File: config.mk
export PLATFORM = sky130hd
export DESIGN_NAME = graph_depth_first_walk
export DESIGN_NICKNAME = d
export VERILOG_FILES = /design/src/rtl/core/gdfw_pkg.sv /design/src/rtl/core/gdfw_edge_mem.sv /design/src/rtl/core/graph_depth_first_walk.sv
export SDC_FILE = /design/constraint.sdc
export NUM_CORES = 2
export LEC_CHECK = 0
export BUFFER_PORTS_ARGS = -buffer_cell sky130_fd_sc_hd__buf_2
export CORE_UTILIZATION = 40
export CTS_BUF_LIST = sky130_fd_sc_hd__clkbuf_4
export DETAILED_ROUTE_END_ITERATION = 7
export PLACE_DENSITY_LB_ADDON = 0.25
export SLEW_MARGIN = 20
export SYNTH_ARGS = -nofsm -noshare
export SYNTH_HDL_FRONTEND = slang
export SYNTH_SLANG_ARGS = --single-unit
File: constraint.sdc
create_clock -name i_clk -period 5.57 [get_ports i_clk]
set_input_delay 0.8355 -clock i_clk [delete_from_list [all_inputs] [get_ports i_clk]]
set_output_delay 0.8355 -clock i_clk [all_outputs]
set_load 0.005 [all_outputs]
File: src/rtl/core/gdfw_pkg.sv
// ============================================================================
// gdfw_pkg
// Types and constants shared by the depth-first walk block and its parts.
// ============================================================================
package gdfw_pkg;

    localparam int VERT_W      = 5;   // width of a vertex number
    localparam int LINK_W      = 8;   // width of an edge slot link
    localparam int REQ_W       = 2;
    localparam int STAT_W      = 2;
    localparam int CFG_W       = 6;
    localparam int CNT_W       = 7;   // holds a vertex count up to 64
    localparam int NRES_W      = 6;   // holds a result count up to 32

    localparam logic [LINK_W-1:0] EMPTY_LINK   = 8'hFF;
    localparam logic [NRES_W-1:0] RESULT_LIMIT = 6'd32;
    localparam logic [CFG_W-1:0]  VCNT_RESET   = 6'd32;

    // Request codes.
    localparam logic [REQ_W-1:0] REQ_ADD    = 2'd0;
    localparam logic [REQ_W-1:0] REQ_SEARCH = 2'd1;
    localparam logic [REQ_W-1:0] REQ_CLEAR  = 2'd2;

    // Result status codes.
    localparam logic [STAT_W-1:0] ST_OK    = 2'd0;
    localparam logic [STAT_W-1:0] ST_FULL  = 2'd1;
    localparam logic [STAT_W-1:0] ST_RANGE = 2'd2;

    typedef enum logic [2:0] {
        S_IDLE,
        S_ADD1,
        S_ADD2,
        S_TOP,
        S_CHK,
        S_EMIT
    } t_state;

    // One entry of the edge store.
    typedef struct packed {
        logic [VERT_W-1:0] tgt;
        logic [LINK_W-1:0] lnk;
    } t_edge_ent;

endpackage

File: src/rtl/core/gdfw_edge_mem.sv
// ============================================================================
// gdfw_edge_mem
// Edge store: one write port, one read port with registered read data.
// ============================================================================
module gdfw_edge_mem
    import gdfw_pkg::*;
#(
    parameter int EDGE_SLOTS = 128,
    parameter int AW         = 7
) (
    input  logic          i_clk,
    input  logic          i_we,
    input  logic [AW-1:0] i_waddr,
    input  t_edge_ent     i_wdata,
    input  logic [AW-1:0] i_raddr,
    output t_edge_ent     o_rdata
);

    t_edge_ent r_mem [EDGE_SLOTS];
    t_edge_ent r_rdata;

    always_ff @(posedge i_clk) begin
        if (i_we) begin
            r_mem[i_waddr] <= i_wdata;
        end
    end

    always_ff @(posedge i_clk) begin
        r_rdata <= r_mem[i_raddr];
    end

    assign o_rdata = r_rdata;

endmodule

File: src/rtl/core/graph_depth_first_walk.sv
// ============================================================================
// graph_depth_first_walk
// Undirected graph in per-vertex adjacency lists with a depth-first walk.
// ============================================================================
// Sequence: an add passes S_ADD1, S_ADD2 and S_EMIT to its result item, a clear
// or a rejected request goes straight to S_EMIT. A search examines each edge
// entry in S_TOP and S_CHK, one at a time through the single read port of the
// edge store, reports each vertex through S_EMIT and pops the stack in S_TOP.
// The block takes one item at a time and stalls its input until the last
// result item is registered.
// Reset (synchronous, active low) empties every list, clears visited marks,
// the edge count and the stack, and sets the vertex count to 32.
// ============================================================================
module graph_depth_first_walk
    import gdfw_pkg::*;
#(
    parameter int MAX_NODES  = 32,
    parameter int EDGE_SLOTS = 128
) (
    input  logic              i_clk,
    input  logic              i_rst_n,
    // Configuration: vertex count.
    input  logic              i_cfg_we,
    input  logic [CFG_W-1:0]  i_cfg_wdata,
    // Request channel.
    input  logic              i_in_valid,
    output logic              o_in_stall,
    input  logic [REQ_W-1:0]  i_req_type,
    input  logic [VERT_W-1:0] i_first_vertex,
    input  logic [VERT_W-1:0] i_second_vertex,
    // Result channel.
    output logic              o_out_valid,
    input  logic              i_out_stall,
    output logic [VERT_W-1:0] o_visited_vertex,
    output logic              o_is_last,
    output logic [STAT_W-1:0] o_status
);

    // Index widths follow from the parameters.
    localparam int NW   = (MAX_NODES > 1) ? $clog2(MAX_NODES) : 1;
    localparam int DEPW = $clog2(MAX_NODES + 1);
    localparam int AW   = (EDGE_SLOTS > 1) ? $clog2(EDGE_SLOTS) : 1;

    t_state r_state, n_state;

    logic [CFG_W-1:0]  r_vcnt;
    logic [LINK_W-1:0] r_head [MAX_NODES];
    logic [MAX_NODES-1:0] r_seen;
    logic [LINK_W-1:0] r_used;
    // Stack of list cursors; only the cursor of each level is ever needed.
    logic [LINK_W-1:0] r_cur [MAX_NODES];
    logic [DEPW-1:0]   r_depth;
    logic [NRES_W-1:0] r_nres;
    logic [VERT_W-1:0] r_pend;
    logic [VERT_W-1:0] r_a;
    logic [VERT_W-1:0] r_b;

    // Result waiting to go into the output register.
    logic [VERT_W-1:0] r_e_vtx;
    logic              r_e_last;
    logic [STAT_W-1:0] r_e_st;

    logic              r_out_valid;
    logic [VERT_W-1:0] r_out_vtx;
    logic              r_out_last;
    logic [STAT_W-1:0] r_out_st;

    logic              accept;
    logic [CNT_W-1:0]  act_count;
    logic              a_ok;
    logic              b_ok;
    logic              full;

    logic [NW-1:0]     top_idx;
    logic [LINK_W-1:0] cur_top;
    logic              cur_ok;
    logic [VERT_W-1:0] head_sel;
    logic [LINK_W-1:0] head_rd;
    logic              out_free;
    logic              walk_done;
    logic              t_new;

    logic              mem_we;
    logic [AW-1:0]     mem_waddr;
    t_edge_ent         mem_wdata;
    t_edge_ent         mem_rdata;

    assign accept    = i_in_valid && (r_state == S_IDLE);
    assign o_in_stall = (r_state != S_IDLE);

    // A count above the store size acts as the store size.
    assign act_count = ({1'b0, r_vcnt} > CNT_W'(MAX_NODES)) ? CNT_W'(MAX_NODES)
                                                             : {1'b0, r_vcnt};
    assign a_ok = {2'b00, i_first_vertex}  < act_count;
    assign b_ok = {2'b00, i_second_vertex} < act_count;
    assign full = ({1'b0, r_used} + 9'd2) > 9'(EDGE_SLOTS);

    assign top_idx   = NW'(r_depth - DEPW'(1));
    assign cur_top   = r_cur[top_idx];
    assign cur_ok    = (cur_top != EMPTY_LINK) && (cur_top < r_used);
    assign walk_done = (r_depth == '0) || (r_nres >= RESULT_LIMIT);

    // A neighbor is taken when it is in range and not yet visited.
    assign t_new = ({2'b00, mem_rdata.tgt} < act_count) && !r_seen[NW'(mem_rdata.tgt)];

    assign out_free = !r_out_valid || !i_out_stall;

    // Single read port on the list heads; the state picks the vertex.
    always_comb begin
        unique case (r_state)
            S_IDLE:  head_sel = i_first_vertex;
            S_ADD1:  head_sel = r_a;
            S_ADD2:  head_sel = r_b;
            S_CHK:   head_sel = mem_rdata.tgt;
            default: head_sel = r_a;
        endcase
    end
    assign head_rd = r_head[NW'(head_sel)];

    // Edge store write side: each add writes two entries, in S_ADD1 and then S_ADD2.
    assign mem_we    = (r_state == S_ADD1) || (r_state == S_ADD2);
    assign mem_waddr = r_used[AW-1:0];
    always_comb begin
        mem_wdata.lnk = head_rd;
        mem_wdata.tgt = (r_state == S_ADD1) ? r_b : r_a;
    end

    gdfw_edge_mem #(
        .EDGE_SLOTS (EDGE_SLOTS),
        .AW         (AW)
    ) u_edge_mem (
        .i_clk   (i_clk),
        .i_we    (mem_we),
        .i_waddr (mem_waddr),
        .i_wdata (mem_wdata),
        .i_raddr (cur_top[AW-1:0]),
        .o_rdata (mem_rdata)
    );

    // Sequencer: next state.
    always_comb begin
        n_state = r_state;
        unique case (r_state)
            S_IDLE: begin
                if (accept) begin
                    unique case (i_req_type)
                        REQ_ADD:    n_state = (a_ok && b_ok && !full) ? S_ADD1 : S_EMIT;
                        REQ_SEARCH: n_state = a_ok ? S_TOP : S_EMIT;
                        REQ_CLEAR:  n_state = S_EMIT;
                        default:    n_state = S_IDLE;
                    endcase
                end
            end
            S_ADD1: n_state = S_ADD2;
            S_ADD2: n_state = S_EMIT;
            S_TOP: begin
                if (walk_done) begin
                    n_state = S_EMIT;
                end else if (cur_ok) begin
                    n_state = S_CHK;
                end
            end
            S_CHK:  n_state = t_new ? S_EMIT : S_TOP;
            S_EMIT: begin
                if (out_free) begin
                    n_state = r_e_last ? S_IDLE : S_TOP;
                end
            end
            default: n_state = S_IDLE;
        endcase
    end

    always_ff @(posedge i_clk) begin
        if (!i_rst_n) begin
            r_state <= S_IDLE;
        end else begin
            r_state <= n_state;
        end
    end

    // Configuration register.
    always_ff @(posedge i_clk) begin
        if (!i_rst_n) begin
            r_vcnt <= VCNT_RESET;
        end else if (i_cfg_we) begin
            r_vcnt <= i_cfg_wdata;
        end
    end

    // Graph and walk state.
    always_ff @(posedge i_clk) begin
        if (!i_rst_n) begin
            for (int i = 0; i < MAX_NODES; i++) begin
                r_head[i] <= EMPTY_LINK;
            end
            r_seen  <= '0;
            r_used  <= '0;
            r_depth <= '0;
            r_nres  <= '0;
        end else begin
            unique case (r_state)
                S_IDLE: begin
                    if (accept && (i_req_type == REQ_SEARCH) && a_ok) begin
                        // Marks are cleared at the start of every search and
                        // only the start vertex is marked.
                        r_seen   <= MAX_NODES'(1) << i_first_vertex;
                        r_cur[0] <= head_rd;
                        r_depth  <= DEPW'(1);
                        r_nres   <= NRES_W'(1);
                    end else if (accept && (i_req_type == REQ_CLEAR)) begin
                        for (int i = 0; i < MAX_NODES; i++) begin
                            r_head[i] <= EMPTY_LINK;
                        end
                        r_seen  <= '0;
                        r_used  <= '0;
                        r_depth <= '0;
                    end
                end
                S_ADD1: begin
                    r_head[NW'(r_a)] <= r_used;
                    r_used           <= r_used + LINK_W'(1);
                end
                S_ADD2: begin
                    r_head[NW'(r_b)] <= r_used;
                    r_used           <= r_used + LINK_W'(1);
                end
                S_TOP: begin
                    if (walk_done) begin
                        r_depth <= '0;
                    end else if (!cur_ok) begin
                        r_depth <= r_depth - DEPW'(1);
                    end
                end
                S_CHK: begin
                    r_cur[top_idx] <= mem_rdata.lnk;
                    if (t_new) begin
                        r_seen[NW'(mem_rdata.tgt)] <= 1'b1;
                        r_nres                     <= r_nres + NRES_W'(1);
                        // Past the stack depth the vertex is still reported.
                        if (r_depth < DEPW'(MAX_NODES)) begin
                            r_cur[NW'(r_depth)] <= head_rd;
                            r_depth             <= r_depth + DEPW'(1);
                        end
                    end
                end
                default: ;
            endcase
        end
    end

    // Request operands, pending vertex and the staged result.
    always_ff @(posedge i_clk) begin
        if (accept) begin
            r_a      <= i_first_vertex;
            r_b      <= i_second_vertex;
            r_pend   <= i_first_vertex;
            r_e_vtx  <= '0;
            r_e_last <= 1'b1;
            if (i_req_type == REQ_ADD) begin
                r_e_st <= !(a_ok && b_ok) ? ST_RANGE : (full ? ST_FULL : ST_OK);
            end else if (i_req_type == REQ_SEARCH) begin
                r_e_st <= a_ok ? ST_OK : ST_RANGE;
            end else begin
                r_e_st <= ST_OK;
            end
        end else if ((r_state == S_TOP) && walk_done) begin
            // The vertex held back is the last one of the walk.
            r_e_vtx  <= r_pend;
            r_e_last <= 1'b1;
            r_e_st   <= ST_OK;
        end else if ((r_state == S_CHK) && t_new) begin
            // A new vertex proves the held one was not last.
            r_e_vtx  <= r_pend;
            r_e_last <= 1'b0;
            r_e_st   <= ST_OK;
            r_pend   <= mem_rdata.tgt;
        end
    end

    // Output register parts the sequencer from the result channel.
    always_ff @(posedge i_clk) begin
        if (!i_rst_n) begin
            r_out_valid <= 1'b0;
        end else if ((r_state == S_EMIT) && out_free) begin
            r_out_valid <= 1'b1;
        end else if (!i_out_stall) begin
            r_out_valid <= 1'b0;
        end
    end

    always_ff @(posedge i_clk) begin
        if ((r_state == S_EMIT) && out_free) begin
            r_out_vtx  <= r_e_vtx;
            r_out_last <= r_e_last;
            r_out_st   <= r_e_st;
        end
    end

    assign o_out_valid      = r_out_valid;
    assign o_visited_vertex = r_out_vtx;
    assign o_is_last        = r_out_last;
    assign o_status         = r_out_st;

endmodule

==> qor.log <==
INFO  critical_path  worst-r2r-cell-count=16
INFO  floorplanning  core.rowCount=180
INFO  timing         timing_max_transition_violations_final=0
INFO  worst_hold_path holdCritStartpoint=i_second_vertex[3]
INFO  logic_synthesis yosys_top_cell_by_area=edfxtp_1
INFO  timing         worst_slew_pin_slew=1.220ns
INFO  clocking       numClockSinks=2,282
INFO  grt            grt.total_usage=23.34%
INFO  floorplanning  core_region_area=240,800um^2
INFO  drt            initialDrtViolationCount=6,930
INFO  timing         fmax=0.1794GHz
INFO  grt            grt_antenna_before_repair=10
INFO  placed_design  placed_cells_incl_taps=10,410
INFO  logic_synthesis synth_seq_area_share=69.86%
INFO  critical_path  cp_data_required_time=6.93ns
INFO  placed_design  hpwl=177.8mm
INFO  floorplanning  start_util=40.26%
INFO  logic_synthesis syn_nets=7,325
INFO  drt            avgRoutedWirePerCell=25.24um
INFO  clocking       clock_tree.buffer_depth=4
INFO  layout         area_growth_syn_to_layout=13.88%
INFO  layout         final_cell_count_no_fill=11,440
INFO  grt            vias_in_the_first_global_route=63,380
INFO  logic_synthesis synth.area.top_cells=edfxtp_1, nand2_1, mux2i_1
INFO  grt            grt_remaining_overflow=0
INFO  clocking       worstSkewPairLatency=1.43ns
INFO  drt            finalWirelength=288.8mm
INFO  critical_path  critPathLaunchType=flip-flop
INFO  timing         finalCriticalPeriod=5.574ns
INFO  logic_synthesis async_reset_ff_share=0%
INFO  critical_path  category_of_the_worst_setup_path_capture_point=flip-flop
INFO  logic_synthesis synth_commonest_cells=edfxtp_1, nand2_1, nand3_1
INFO  clocking       clockRootBuffer=clkbuf_4
INFO  clocking       cts_inserted_buffers=601
INFO  timing         final_min_period_over_clock_period=100.1%
INFO  critical_path  rrSetupSlack=-0.004ns
INFO  worst_hold_path holdCritPathClass=input pin to flip-flop
INFO  timing         grt_setup_unrepaired=false
INFO  drt            first_pass_iters=6
INFO  timing         slew-limit-headroom=17.91%
INFO  drt            post_detailed_route_count_of_antenna_violating_nets=0
INFO  floorplanning  overall_die_area=244,300um^2
INFO  timing         timing.final.hold_violations=0
INFO  logic_synthesis synthDominantCellAreaShare=68.19%
INFO  logic_synthesis synth_ff_type=edfxtp_1
INFO  timing         finalSetupViolCount=1
INFO  logic_synthesis syn-mean-instance-area=13.33um^2
INFO  clocking       clk_pin_slew_worst_paths=0.07ns
INFO  critical_path  arrival_time_of_data_at_the_critical_path_endpoint=6.93ns
INFO  placed_design  place.gp.congestion=0.8891
INFO  run_status     failed_checks=negative setup slack
INFO  grt            grt_start_max_net_pins=129
INFO  logic_synthesis yosysMostFrequentCell=edfxtp_1
INFO  logic_synthesis synth.cell_area=96,920um^2
INFO  clocking       clock_tree_from_tritoncts=yes
INFO  timing         final_critical_path_setup_slack=-0.004441ns
INFO  worst_hold_path hold_path_end=r_b[3]
INFO  critical_path  worstPathMaxFanout=20
INFO  clocking       postCtsSetupRepairBufs=0
INFO  run_status     status=finished, violations left
INFO  clocking       cts.htree.levels=6
INFO  floorplanning  die_width=494.3um
INFO  timing         finClkSkew=0.1011ns
INFO  placed_design  port_buffers=32
INFO  drt            drc_errors=0
INFO  worst_hold_path whs_path_depth=2
INFO  critical_path  worst_setup_path_category=flip-flop to flip-flop
INFO  drt            via_count=64,860
INFO  logic_synthesis synth_enable_flop_cells=2,201
INFO  layout         finalCoreUtilization=45.85%
INFO  flow_run       maxCapViolCount=0
INFO  grt            grt_first_pass_wirelength=423.8mm
INFO  drt            vias_per_cell=5.670
INFO  layout         final_layout_size_suffix_gt1_share=20.23%
INFO  logic_synthesis postSynthRegisterBits=2,282
INFO  critical_path  reg2reg_to=u_edge_mem.o_rdata[1]
INFO  logic_synthesis synthesis.instances=7,270
INFO  logic_synthesis synth.lib_cells_used.distinct=87
INFO  logic_synthesis yosys_warnings=0
INFO  floorplanning  io_pins=33
INFO  critical_path  regToRegStartpoint=r_depth[0]
INFO  floorplanning  die_height=494.3um
INFO  layout         total_number_of_nets_in_the_final_design=7,912
==> area by class of cell <==
class / count / area (um^2)
antenna: 9 / 22.52
clock buffer: 872 / 6546
clock inverter: 120 / 650.6
fill: 21540 / 130400
inverter: 37 / 166.4
multi-input combinational: 4429 / 26900
sequential: 2282 / 67720
tap: 3185 / 3985
timing repair buffer: 506 / 4392
==> flip-flops by register name, indices dropped and copies added (netlist names), 3 cells and up <==
| register | cells |
|---|---|
| r_seen | 32 |
| r_depth | 6 |
| r_vcnt | 6 |
| u_edge_mem.o_rdata | 13 |
| r_head | 256 |
| r_a | 5 |
| o_visited_vertex | 5 |
| r_state | 3 |
| r_e_vtx | 5 |
| r_used | 8 |
| r_b | 5 |
| r_pend | 5 |
| u_edge_mem.r_mem | 1664 |
| r_cur | 256 |
| r_nres | 6 |
==> layout by cell type (no fill, tap or decap), types with 48 or more instances in the layout <==
cell type	netlist	layout
clkbuf_4	0	872
buf_4	58	397
a31oi_1	109	109
dfxtp_1	81	80
edfxtp_1	2201	2201
nand3_1	770	770
a21oi_1	182	180
and3_1	105	105
nand2_1	1714	1714
buf_12	0	48
nor2_1	289	277
mux2i_1	454	454
o22ai_1	59	59
o21ai_0	95	95
clkinv_1	5	90
mux4_2	138	138
==> cells by family (layout without fill, tap and decap cells) <==
family,count (synthesis),in the layout,synth area share [%]
buffers and inverters,560,1535,2.782
adder cells (fa/ha/maj),32,32,0.4131
multiplexers,629,629,8.360
XOR/XNOR,16,17,0.1601
flip-flops,2282,2282,69.86
AND/OR/NAND/NOR,3045,3045,13.61
other,0,9,0
AO/OA/AOI/OAI,706,706,4.815
==> worst max path at each step <==
stage | startpoint | end | slack (ns) | depth (start not counted)
final | r_depth[0] | u_edge_mem.o_rdata[1] | -0.004 | 16
after global routing | r_depth[0] | u_edge_mem.o_rdata[5] | 0.02 | 17
after CTS | r_depth[0] | u_edge_mem.o_rdata[7] | 0.008 | 17
after detailed placement | r_depth[0] | u_edge_mem.o_rdata[3] | -0.21 | 15
after global placement | r_depth[0] | u_edge_mem.o_rdata[5] | -0.76 | 16
after floorplan | r_depth[0] | r_depth[0] | 0.04 | 23
==> per-layer routing <==
| metal | track usage [%] | wire length, um | up-vias |
|---|---|---|---|
| met4 | 8.468 | 8600 | 6 |
| met1 | 32.32 | 121900 | 32610 |
| li1 | - | - | 28620 |
| met3 | 4.806 | 25320 | 497 |
| met5 | 0 | 35 | - |
| met2 | 36.30 | 133000 | 3136 |
==> repair_timing <==
item	CTS	global route
gates cloned	1	0
hold buffers	29	0
pin swaps	1	0
hold endpoints to repair	50	0
gates resized for setup	7	7
setup endpoints to repair	6	8
==> stage by stage <==
step	hold WS (ns)	worst slack (ns)	TNS [ns]	instance area, um^2
after detailed placement	0.4232	-0.2097	-0.6732	102800
final	0.2093	-0.004441	-0.004441	110400
after global routing	0.1574	0.02063	0	110400
after CTS	0.08395	0.008334	0	110300
after floorplan	0.4003	0.04164	0	96920
after global placement	0.4211	-0.7642	-1.838	102700
==> critical path, stage by stage (launching register included) <==
cell	delay, ns
dfxtp_4	0.36
inv_1	0.20
ha_2	0.42
buf_4	0.19
or3b_1	0.36
a211oi_2	0.45
o22ai_1	0.22
nand4_2	0.30
inv_1	0.13
and2_2	0.31
buf_4	0.29
nand2_2	0.43
buf_4	0.34
a21oi_1	0.12
nor4_2	0.85
a22oi_1	0.33
mux2i_1	0.20
Power is left out: the tool's default activity adds up to more than one toggle a clock period on the data nets, which glitch-free logic cannot reach.
